==> src/hw/rtl/apt_pkg.sv <==
// Shared types and constants for the APT line sync pixel placer.
// No dependencies; imported by apt_div and apt_line_sync_pixel_placer.
package apt_pkg;

  localparam int unsigned SampleBits = 16;
  localparam int unsigned HistLen    = 40;
  localparam int unsigned HistDepth  = HistLen - 1;
  localparam int unsigned MatchMin   = 35;
  localparam int unsigned MinWidth   = 80;
  localparam int unsigned MaxWidth   = 4096;

  // Sync patterns, bit i is pattern element i (oldest sample first)
  localparam logic [HistLen-1:0] PatA =
    40'b00000000_0011001100110011001100110011_0000;
  localparam logic [HistLen-1:0] PatB =
    40'b000111_00111_00111_00111_00111_00111_00111_0000;

  // Register indexes
  localparam logic [1:0] RegLineWidth   = 2'd0;
  localparam logic [1:0] RegImageHeight = 2'd1;
  localparam logic [1:0] RegSyncEnable  = 2'd2;

  // Sync kinds
  localparam logic [1:0] SyncNone = 2'd0;
  localparam logic [1:0] SyncA    = 2'd1;
  localparam logic [1:0] SyncB    = 2'd2;

  // Request to the serial divider
  typedef struct packed {
    logic        start;
    logic [23:0] num;
    logic [15:0] den;
  } apt_div_req_t;

endpackage

==> src/hw/rtl/apt_div.sv <==
// Serial divider for the gray scaling: q = num / den, saturated to 255.
// Depends on apt_pkg (apt_div_req_t).
module apt_div import apt_pkg::*; (
  input  logic         clk_i,
  input  logic         rst_ni,
  input  apt_div_req_t req_i,
  output logic         done_o,
  output logic [7:0]   q_o
);

  logic [23:0] rem_q, rem_d;
  logic [15:0] den_q, den_d;
  logic [7:0]  q_q, q_d;
  logic [2:0]  cnt_q, cnt_d;
  logic        busy_q, busy_d;
  logic        done_q, done_d;
  logic [23:0] trial;

  // Shifted divisor for the current quotient bit
  assign trial = {8'd0, den_q} << cnt_q;

  always_comb begin
    rem_d  = rem_q;
    den_d  = den_q;
    q_d    = q_q;
    cnt_d  = cnt_q;
    busy_d = busy_q;
    done_d = 1'b0;
    if (req_i.start) begin
      den_d = req_i.den;
      rem_d = req_i.num;
      q_d   = 8'd0;
      cnt_d = 3'd7;
      // quotient of 256 or more saturates at once
      if (req_i.num >= {req_i.den, 8'd0}) begin
        q_d    = 8'hFF;
        done_d = 1'b1;
      end else begin
        busy_d = 1'b1;
      end
    end else if (busy_q) begin
      if (rem_q >= trial) begin
        rem_d        = rem_q - trial;
        q_d[cnt_q]   = 1'b1;
      end
      cnt_d = cnt_q - 3'd1;
      if (cnt_q == 3'd0) begin
        busy_d = 1'b0;
        done_d = 1'b1;
      end
    end
  end

  always_ff @(posedge clk_i or negedge rst_ni) begin
    if (!rst_ni) begin
      busy_q <= 1'b0;
      done_q <= 1'b0;
    end else begin
      busy_q <= busy_d;
      done_q <= done_d;
    end
  end

  always_ff @(posedge clk_i) begin
    rem_q <= rem_d;
    den_q <= den_d;
    q_q   <= q_d;
    cnt_q <= cnt_d;
  end

  assign done_o = done_q;
  assign q_o    = q_q;

endmodule

==> src/hw/rtl/apt_line_sync_pixel_placer.sv <==
// APT line sync detection and pixel placement, top level.
// Depends on apt_pkg and apt_div.
//
// One sample request in, one or more pixel requests out. The sample history
// lives in a 39-entry ring memory with one registered read port; the sync
// correlation walks it one entry per cycle, and every pixel above the level
// floor (with the peak above the floor) is scaled by a shared serial divider.
// A sync match can backfill up to 39 pixels from history ahead of the
// current pixel. The input is taken only while no sample is in work; the
// last pixel waits in an output register so the next sample can already
// enter.
module apt_line_sync_pixel_placer import apt_pkg::*; (
  input  logic        clk_i,
  input  logic        rst_ni,
  // sample input
  input  logic        s_axis_tvalid,
  output logic        s_axis_tready,
  input  logic [15:0] s_axis_tdata,   // [15:0] sample_level
  // pixel output
  output logic        m_axis_tvalid,
  input  logic        m_axis_tready,
  output logic [39:0] m_axis_tdata,   // [11:0] pixel_col, [24:12] pixel_row,
                                      // [32:25] pixel_gray, rest zero
  output logic        m_axis_tlast,   // run_last
  output logic [2:0]  m_axis_tuser,   // [1:0] sync_kind, [2] frame_done
  // configuration
  input  logic        cfg_valid_i,
  output logic        cfg_ready_o,
  input  logic [1:0]  cfg_index_i,
  input  logic [12:0] cfg_data_i
);

  typedef enum logic [9:0] {
    StIdle   = 10'b0000000001,
    StCorr   = 10'b0000000010,
    StDecide = 10'b0000000100,
    StBfRd   = 10'b0000001000,
    StBfDiv  = 10'b0000010000,
    StBfWait = 10'b0000100000,
    StBfOut  = 10'b0001000000,
    StSetCol = 10'b0010000000,
    StCurDiv = 10'b0100000000,
    StCurOut = 10'b1000000000
  } state_e;

  state_e state_q, state_d;

  // configuration
  logic [12:0] width_cfg_q, height_cfg_q;
  logic        sync_en_q;

  // block state
  logic [15:0] peak_q, peak_d, floor_q, floor_d;
  logic [17:0] smooth_q, smooth_d;
  logic        synced_q, synced_d, finished_q, finished_d;
  logic [11:0] col_q, col_d;
  logic [12:0] row_q, row_d;
  logic [5:0]  wp_q, wp_d;

  // per-sample work registers
  logic [15:0] s_q, s_d;
  logic [5:0]  ci_q, ci_d, ca_q, ca_d, cb_q, cb_d;
  logic [1:0]  kind_q, kind_d;
  logic [11:0] nx_q, nx_d, bf_col_q, bf_col_d;
  logic [5:0]  bf_idx_q, bf_idx_d, bf_left_q, bf_left_d;
  logic [7:0]  gray_q, gray_d;
  logic        gray_wait_q, gray_wait_d;

  // output register
  logic        out_vld_q, out_vld_d;
  logic [11:0] out_col_q, out_col_d;
  logic [12:0] out_row_q, out_row_d;
  logic [7:0]  out_gray_q, out_gray_d;
  logic        out_last_q, out_last_d, out_done_q, out_done_d;
  logic [1:0]  out_kind_q, out_kind_d;

  // history ring memory
  logic [15:0] hist_mem [HistDepth];
  logic [HistDepth-1:0] hist_vld_q;
  logic [15:0] rd_q;
  logic        rd_vld_q;
  logic [5:0]  rd_log, rd_addr;
  logic [6:0]  rd_sum;
  logic        hist_we;
  logic [15:0] hist_val;

  // divider
  apt_div_req_t div_req;
  logic         div_done;
  logic [7:0]   div_q;

  logic        in_acc, out_free, out_load;
  logic [12:0] eff_w;
  logic [17:0] v4;
  logic [15:0] cval;
  logic [5:0]  pi;
  logic [12:0] col_inc, bf_span;
  logic [13:0] row_inc;
  logic [5:0]  bf_len;
  logic [15:0] pix_val;
  logic        pix_zero;
  logic [23:0] num_x256;

  assign in_acc        = s_axis_tvalid && s_axis_tready;
  assign s_axis_tready = (state_q == StIdle);
  assign cfg_ready_o   = 1'b1;
  assign out_free      = !out_vld_q || m_axis_tready;

  // effective line width, clamped
  always_comb begin
    eff_w = width_cfg_q;
    if (width_cfg_q < 13'(MinWidth)) eff_w = 13'(MinWidth);
    if (width_cfg_q > 13'(MaxWidth)) eff_w = 13'(MaxWidth);
  end

  // logical history index to ring address (oldest entry sits at wp)
  always_comb begin
    rd_log = (state_q == StCorr && ci_q != 6'(HistLen)) ? ci_q : bf_idx_q;
    rd_sum = {1'b0, wp_q} + {1'b0, rd_log};
    if (rd_sum >= 7'(HistDepth)) rd_addr = 6'(rd_sum - 7'(HistDepth));
    else                         rd_addr = rd_sum[5:0];
  end

  assign hist_val = rd_vld_q ? rd_q : 16'd0;

  // correlation element
  assign pi   = ci_q - 6'd1;
  assign cval = (ci_q == 6'(HistLen)) ? s_q : hist_val;
  assign v4   = {cval, 2'b00};

  // pixel to scale: backfill entry or current sample
  assign pix_val  = (state_q == StBfDiv) ? hist_val : s_q;
  assign pix_zero = (peak_q <= floor_q) || (pix_val <= floor_q);
  assign num_x256 = {pix_val - floor_q, 8'd0};

  assign col_inc = {1'b0, col_q} + 13'd1;
  assign row_inc = {1'b0, row_q} + 14'd1;
  assign bf_span = {1'b0, nx_d} - {1'b0, col_q};
  assign bf_len  = (bf_span > 13'(HistDepth)) ? 6'(HistDepth) : bf_span[5:0];

  always_comb begin
    state_d     = state_q;
    peak_d      = peak_q;
    floor_d     = floor_q;
    smooth_d    = smooth_q;
    synced_d    = synced_q;
    finished_d  = finished_q;
    col_d       = col_q;
    row_d       = row_q;
    wp_d        = wp_q;
    s_d         = s_q;
    ci_d        = ci_q;
    ca_d        = ca_q;
    cb_d        = cb_q;
    kind_d      = kind_q;
    nx_d        = nx_q;
    bf_col_d    = bf_col_q;
    bf_idx_d    = bf_idx_q;
    bf_left_d   = bf_left_q;
    gray_d      = gray_q;
    gray_wait_d = gray_wait_q;
    out_col_d   = out_col_q;
    out_row_d   = out_row_q;
    out_gray_d  = out_gray_q;
    out_last_d  = out_last_q;
    out_kind_d  = out_kind_q;
    out_done_d  = out_done_q;
    out_load    = 1'b0;
    hist_we     = 1'b0;
    div_req     = '0;
    div_req.num = num_x256 - {8'd0, pix_val - floor_q};
    div_req.den = peak_q - floor_q;

    case (state_q)
      StIdle: begin
        if (in_acc && !finished_q) begin
          s_d = s_axis_tdata;
          if (s_axis_tdata > peak_q)  peak_d  = s_axis_tdata;
          if (s_axis_tdata < floor_q) floor_d = s_axis_tdata;
          smooth_d = 18'({2'b00, s_axis_tdata} + 20'(({2'b00, smooth_q} * 20'd3) >> 2));
          ci_d     = 6'd0;
          ca_d     = 6'd0;
          cb_d     = 6'd0;
          kind_d   = SyncNone;
          state_d  = sync_en_q ? StCorr : StDecide;
        end
      end
      StCorr: begin
        // read issued for ci, data of ci-1 evaluated
        if (ci_q != 6'd0) begin
          if ((v4 > smooth_q && PatA[pi]) || (v4 < smooth_q && !PatA[pi])) ca_d = ca_q + 6'd1;
          if ((v4 > smooth_q && PatB[pi]) || (v4 < smooth_q && !PatB[pi])) cb_d = cb_q + 6'd1;
        end
        ci_d = ci_q + 6'd1;
        if (ci_q == 6'(HistLen)) state_d = StDecide;
      end
      StDecide: begin
        if (ca_q > 6'(MatchMin))      kind_d = SyncA;
        else if (cb_q > 6'(MatchMin)) kind_d = SyncB;
        nx_d = (kind_d == SyncA) ? 12'(HistDepth) : 12'((eff_w >> 1) + 13'(HistDepth));
        state_d = StSetCol;
        if (kind_d != SyncNone && nx_d > col_q) begin
          bf_left_d = bf_len;
          bf_idx_d  = 6'(HistDepth) - bf_len;
          bf_col_d  = nx_d - 12'(bf_len);
          state_d   = StBfRd;
        end
      end
      StBfRd: begin
        state_d = StBfDiv;
      end
      StBfDiv: begin
        gray_d = 8'd0;
        if (pix_zero) begin
          state_d = StBfOut;
        end else begin
          div_req.start = 1'b1;
          state_d       = StBfWait;
        end
      end
      StBfWait: begin
        if (div_done) begin
          gray_d  = div_q;
          state_d = StBfOut;
        end
      end
      StBfOut: begin
        if (out_free) begin
          out_load   = 1'b1;
          out_col_d  = bf_col_q;
          out_row_d  = row_q;
          out_gray_d = gray_q;
          out_last_d = 1'b0;
          out_kind_d = kind_q;
          out_done_d = 1'b0;
          bf_col_d   = bf_col_q + 12'd1;
          bf_idx_d   = bf_idx_q + 6'd1;
          bf_left_d  = bf_left_q - 6'd1;
          state_d    = (bf_left_q == 6'd1) ? StSetCol : StBfRd;
        end
      end
      StSetCol: begin
        // realign and, on the first sync, restart the levels
        if (kind_q != SyncNone) begin
          col_d = nx_q;
          if (!synced_q) begin
            peak_d   = 16'd0;
            floor_d  = 16'hFFFF;
            synced_d = 1'b1;
          end
        end
        gray_wait_d = 1'b0;
        state_d     = StCurDiv;
      end
      StCurDiv: begin
        if (!gray_wait_q) begin
          gray_d = 8'd0;
          if (pix_zero) begin
            state_d = StCurOut;
          end else begin
            div_req.start = 1'b1;
            gray_wait_d   = 1'b1;
          end
        end else if (div_done) begin
          gray_d  = div_q;
          state_d = StCurOut;
        end
      end
      StCurOut: begin
        if (out_free) begin
          out_load   = 1'b1;
          out_col_d  = col_q;
          out_row_d  = row_q;
          out_gray_d = gray_q;
          out_last_d = 1'b1;
          out_kind_d = kind_q;
          out_done_d = 1'b0;
          // advance with line and image wrap
          col_d = col_inc[11:0];
          if (col_inc >= eff_w) begin
            col_d = 12'd0;
            row_d = row_inc[12:0];
            if (row_inc >= {1'b0, height_cfg_q}) begin
              row_d      = 13'd0;
              finished_d = 1'b1;
              out_done_d = 1'b1;
            end
          end
          hist_we = 1'b1;
          wp_d    = (wp_q == 6'(HistDepth - 1)) ? 6'd0 : wp_q + 6'd1;
          state_d = StIdle;
        end
      end
      default: state_d = StIdle;
    endcase

    out_vld_d = out_load ? 1'b1 : (m_axis_tready ? 1'b0 : out_vld_q);
  end

  apt_div u_div (
    .clk_i  (clk_i),
    .rst_ni (rst_ni),
    .req_i  (div_req),
    .done_o (div_done),
    .q_o    (div_q)
  );

  // history memory: one write, one registered read
  always_ff @(posedge clk_i) begin
    if (hist_we) hist_mem[wp_q] <= s_q;
    rd_q <= hist_mem[rd_addr];
  end

  always_ff @(posedge clk_i or negedge rst_ni) begin
    if (!rst_ni) begin
      hist_vld_q <= '0;
      rd_vld_q   <= 1'b0;
    end else begin
      if (hist_we) hist_vld_q[wp_q] <= 1'b1;
      rd_vld_q <= hist_vld_q[rd_addr];
    end
  end

  // configuration registers
  always_ff @(posedge clk_i or negedge rst_ni) begin
    if (!rst_ni) begin
      width_cfg_q  <= 13'd2080;
      height_cfg_q <= 13'd1800;
      sync_en_q    <= 1'b1;
    end else if (cfg_valid_i) begin
      case (cfg_index_i)
        RegLineWidth:   width_cfg_q  <= cfg_data_i;
        RegImageHeight: height_cfg_q <= cfg_data_i;
        RegSyncEnable:  sync_en_q    <= cfg_data_i[0];
        default: ;
      endcase
    end
  end

  // control state
  always_ff @(posedge clk_i or negedge rst_ni) begin
    if (!rst_ni) begin
      state_q     <= StIdle;
      peak_q      <= 16'd0;
      floor_q     <= 16'hFFFF;
      smooth_q    <= 18'd0;
      synced_q    <= 1'b0;
      finished_q  <= 1'b0;
      col_q       <= 12'd0;
      row_q       <= 13'd0;
      wp_q        <= 6'd0;
      out_vld_q   <= 1'b0;
      gray_wait_q <= 1'b0;
    end else begin
      state_q     <= state_d;
      peak_q      <= peak_d;
      floor_q     <= floor_d;
      smooth_q    <= smooth_d;
      synced_q    <= synced_d;
      finished_q  <= finished_d;
      col_q       <= col_d;
      row_q       <= row_d;
      wp_q        <= wp_d;
      out_vld_q   <= out_vld_d;
      gray_wait_q <= gray_wait_d;
    end
  end

  // payload registers
  always_ff @(posedge clk_i) begin
    s_q        <= s_d;
    ci_q       <= ci_d;
    ca_q       <= ca_d;
    cb_q       <= cb_d;
    kind_q     <= kind_d;
    nx_q       <= nx_d;
    bf_col_q   <= bf_col_d;
    bf_idx_q   <= bf_idx_d;
    bf_left_q  <= bf_left_d;
    gray_q     <= gray_d;
    out_col_q  <= out_col_d;
    out_row_q  <= out_row_d;
    out_gray_q <= out_gray_d;
    out_last_q <= out_last_d;
    out_kind_q <= out_kind_d;
    out_done_q <= out_done_d;
  end

  assign m_axis_tvalid = out_vld_q;
  assign m_axis_tdata  = {7'd0, out_gray_q, out_row_q, out_col_q};
  assign m_axis_tlast  = out_last_q;
  assign m_axis_tuser  = {out_done_q, out_kind_q};

endmodule
==> config.mk <==
export PLATFORM = sky130hd
export DESIGN_NAME = apt_line_sync_pixel_placer
export DESIGN_NICKNAME = d
export VERILOG_FILES = /design/src/hw/rtl/apt_pkg.sv /design/src/hw/rtl/apt_div.sv /design/src/hw/rtl/apt_line_sync_pixel_placer.sv
export SDC_FILE = /design/constraint.sdc
export NUM_CORES = 2
export LEC_CHECK = 0
export BUFFER_PORTS_ARGS = -buffer_cell sky130_fd_sc_hd__buf_2
export CAP_MARGIN = 20
export CORE_ASPECT_RATIO = 1.4
export CORE_MARGIN = 10
export CORE_UTILIZATION = 50
export CTS_CLUSTER_SIZE = 24
export DETAILED_ROUTE_END_ITERATION = 16
export PLACE_DENSITY = 0.76
export SLEW_MARGIN = 30
export SYNTH_ARGS = -nofsm -noshare
export SYNTH_HDL_FRONTEND = slang
export SYNTH_SLANG_ARGS = --single-unit
export TNS_END_PERCENT = 10
==> constraint.sdc <==
create_clock -name clk_i -period 13.8 [get_ports clk_i]
set_input_delay 1.38 -clock clk_i [delete_from_list [all_inputs] [get_ports clk_i]]
set_output_delay 1.38 -clock clk_i [all_outputs]
set_load 0.1 [all_outputs]
==> qor.csv <==
stage,metric,value,unit
power_and_ir_drop,p_clk_frac,0.200,
synth,ys.flop_type,edfxtp_1,
setup_path,setup.worst_path.class,reg -> reg,
global_route,grt_pass1_wl,199.2,mm
timing,clock_skew,74.11,ps
synth,async_flop_share,0.1687,
final_layout,layout_common_cells,"777 x edfxtp_1, 349 x nand2_1, 252 x nor2_1, 240 x ha_1, 176 x o21ai_0",
final_layout,regArea,28090,µm²
clock_network,clock_sinks,972,
setup_path,endpoint,rd_q[3],
synth,synthCells,4011,
setup_path,r2r_cells,20,
synth,ys_ff_latch,972,
clock_network,h-tree-depth,3,
clock_network,postCtsHoldBufs,0,
final_layout,final_common_cell,edfxtp_1,
setup_path,slowest_delay,840,ps
clock_network,root_buffer,clkbuf_16,
power_and_ir_drop,p_seq_frac,0.283,
setup_path,cp_data_required_time,14380,ps
synth,synthXorXnorAreaFrac,0.02912,
timing,fin_crit_sh,0.5718,
power_and_ir_drop,power_switching,5.572,mW
timing,tns,0,ps
power_and_ir_drop,power_density,242.8,nW/µm²
min_path,hold_path_class,reg -> reg,
setup_path,startpoint,state_q[4],
synth,yosys.area_share.simple,0.1103,
route,drc_errors,0,
final_layout,n_antenna_cell,0,
setup_path,rr_endpoint,rd_q[3],
final_layout,fillCellCount,7956,
synth,synth_mux_area_frac,0.08004,
timing,relSlewSlack,0.3528,
synth,synth_cell_types,109,
route,first_pass_iters,6,
setup_path,critical_path.top_delay_family,simple AND/OR/NAND/NOR gates,
timing,maxSlewViolCount,0,
global_route,antenna_found_initial,1,
setup_path,crit_path_max_fanout,64,
timing,finalHoldViolCount,0,
timing,rsz0062_at_grt,no,
floorplan,rows,136,
power_and_ir_drop,combinationalPowerShare,0.518,
synth,synth.area.top_cells,"edfxtp_1 47%, dfrtp_1 7.1%, ha_1 6.1%",
setup_path,cp.depth,20,
synth,synth_adder_area_share,0.06338,
final_layout,multi_input_area,20260,µm²
synth,netlist_area,49590,µm²
power_and_ir_drop,p_leak,20.73,nW
setup_path,worstSetupStartpointType,flip-flop,
floorplan,start_util,0.5042,
synth,synth_compound_area_frac,0.1230,
final_layout,drive_gt1_frac,0.1349,
clock_network,ctsResizeCount,0,
timing,fmax,126.7,MHz
timing,worst_pin_slew,969.7,ps
floorplan,die_x,286.2,µm
route,finalWirelength,129.0,mm
global_route,grt_pass1_vias,34550,
final_layout,final_core_util,0.5580,
setup_path,path_buf_inv,4,
setup_path,crit_arrival,8470,ps
clock_network,clockBufferDepth,3,
global_route,grt-ovfl-total,0,
synth,syn_avg_cell_area,12.36,µm²
placed_design,dp_hpwl,88.48,mm
power_and_ir_drop,switching_share,0.4181,
setup_path,reg2reg_slack,5910,ps
synth,yosysWarningCount,0,
floorplan,die-area,112400,µm²
route,drt_iter0_drc,3243,
setup_path,end_kind,flip-flop,
clock_network,clkLatencyLatePin,720,ps
timing,setup_violations,0,
route,vias_per_cell,6.207,
route,ant_nets,0,
final_layout,area_delta_synth_final,10.68,%
timing,period_minus_slack,7891,ps
placed_design,gp_congestion,0.8999,
global_route,grt_max_degree,101,
status,status,completed,
setup_path,crit_chain,nor4_1 > nand3_1 > or3b_1 > nor2_1 > mux2_2 > ha_1 > inv_1 > fa_1 > inv_1 > ha_1 > nand2_1 > o21ai_0 > nor4_2 > o21ai_4 > nand2_4 > buf_4 > buf_4 > mux4_2 > a211oi_1 > nor4_1,
placed_design,port_buffers,74,
route,vias,34080,
power_and_ir_drop,ir_drop,0.1745,mV
final_layout,layout.nets,4386,
clock_network,cts_tree,yes,
setup_path,reg2reg_from,state_q[4],
synth,synth_edf_count,777,
clock_network,clk_pin_slew,70,ps
synth,synth_top_family_by_area,compound AO/OA/AOI/OAI gates,
synth,synth_area_leader_cell,edfxtp_1,
flow_run,drv_cap,0,
clock_network,numCtsBuffers,89,
synth,ys_seq_area_frac,0.5664,
power_and_ir_drop,intPower,7.755,mW
floorplan,core-area,98350,µm²
synth,synth_top_cell_area_share,0.4705,
floorplan,die-height,392.6,µm
clock_network,postCtsSetupBuffers,0,
route,detail_route.wl_per_cell,23.49,µm
floorplan,ios,83,
global_route,track_usage,0.2268,
setup_path,slowest_stage,buf_4,
how the worst min path moves through the flow:
stage / slack [ps] / start / to / depth (start not counted)
after floorplan: 430 / gray_q[0] / out_gray_q[0] / 0
after global placement: 440 / gray_q[4] / out_gray_q[4] / 0
after detailed placement: 440 / gray_q[4] / out_gray_q[4] / 0
after CTS: 460 / gray_q[0] / out_gray_q[0] / 0
after global routing: 480 / gray_q[4] / out_gray_q[4] / 0
final: 460 / gray_q[4] / out_gray_q[4] / 0
stage by stage:
stage | setup WS (ps) | std cells | power, mW | hold WS, ps | cell area [µm²]
3_5_place_dp | 6031 | 5319 | 10.55 | 443.8 | 51610
2_1_floorplan | 7630 | 4017 | 8.823 | 425.7 | 49610
3_3_place_gp | 6144 | 5317 | 10.40 | 440.7 | 51560
4_1_cts | 6007 | 5487 | 13.25 | 455.1 | 54810
6_report | 5909 | 5491 | 13.33 | 455.9 | 54890
5_1_grt | 5415 | 5491 | 14.11 | 477.2 | 54890
layout make-up:
cell class | count | share of cell area
clock buffer | 100 | 0.04170
clock inverter | 68 | 0.01653
inverter | 159 | 0.01087
multi-input combinational | 2715 | 0.3691
sequential | 972 | 0.5118
tap | 1311 | 0.02989
timing repair buffer | 166 | 0.02018
kinds of logic after synthesis:
family / count (synthesis)
AND/OR/NAND/NOR: 1132
flip-flops: 972
AO/OA/AOI/OAI: 872
buffers and inverters: 330
multiplexers: 292
adder cells (fa/ha/maj): 247
XOR/XNOR: 164
other: 2
routing by layer:
| metal | vias up | track usage | routed length (µm) |
|---|---|---|---|
| li1 | 15450 | - | - |
| met1 | 16780 | 0.2549 | 46380 |
| met2 | 1468 | 0.4092 | 66670 |
| met3 | 389 | 0.03286 | 8870 |
| met4 | 2 | 0.1256 | 7031 |
| met5 | - | 0 | 10 |
worst reg2reg max path: cells and delay by family, from the launching register on:
kind / cells / cell delay, ps
AOI/OAI and AO/OA: 3 / 560
adders and majority gates: 3 / 1090
buffers and inverters: 4 / 1900
DFF: 1 / 450
muxes: 2 / 950
and+or+nand+nor: 8 / 2810
cells in the mapped netlist, types with 8 or more instances:
library cell and count:
dfxtp_1 31, nand3_1 85, o211ai_1 25, nand2b_1 29, a221o_1 18, a211o_1 8, dfstp_2 24, or3_1 13
xnor2_1 107, xor2_1 56, mux2_2 44, o21ai_0 177, nor2_1 257, buf_1 20, nor2b_1 47, edfxtp_1 777
dfrtp_1 140, a22o_1 11, and2_1 23, o22ai_1 8, and3_1 82, nand4_1 28, buf_4 18, or2_2 54
a31oi_1 38, o31ai_1 26, mux2i_1 167, a311oi_1 23, a21oi_1 130, ha_1 240, mux4_2 79, o21bai_1 23
o21a_1 39, a211oi_1 161, clkbuf_1 103, a21o_1 58, a2111oi_0 10, inv_1 156, o22a_1 21, nor3_1 85
nor4_1 33, nand2_1 351, buf_2 26
state kept, by name (all words and copies together) (netlist names), 13 cells and up:
register      cells
floor_q          16
peak_q           16
row_q            13
width_cfg_q      13
hist_vld_q       39
s_q              16
rd_q             16
u_div.den_q      16
u_div.rem_q      24
out_row_q        13
smooth_q         18
height_cfg_q     13
hist_mem        624
power by group through the flow:
stage / logic [mW] / clock network (mW) / registers (mW)
6_report: 6.90 / 2.66 / 3.77
5_1_grt: 7.51 / 2.80 / 3.79
4_1_cts: 6.79 / 2.69 / 3.76
3_5_place_dp: 6.73 / 0 / 3.82
3_3_place_gp: 6.58 / 0 / 3.82
2_1_floorplan: 5.02 / 0 / 3.80
(Power assumes the default switching activity.)
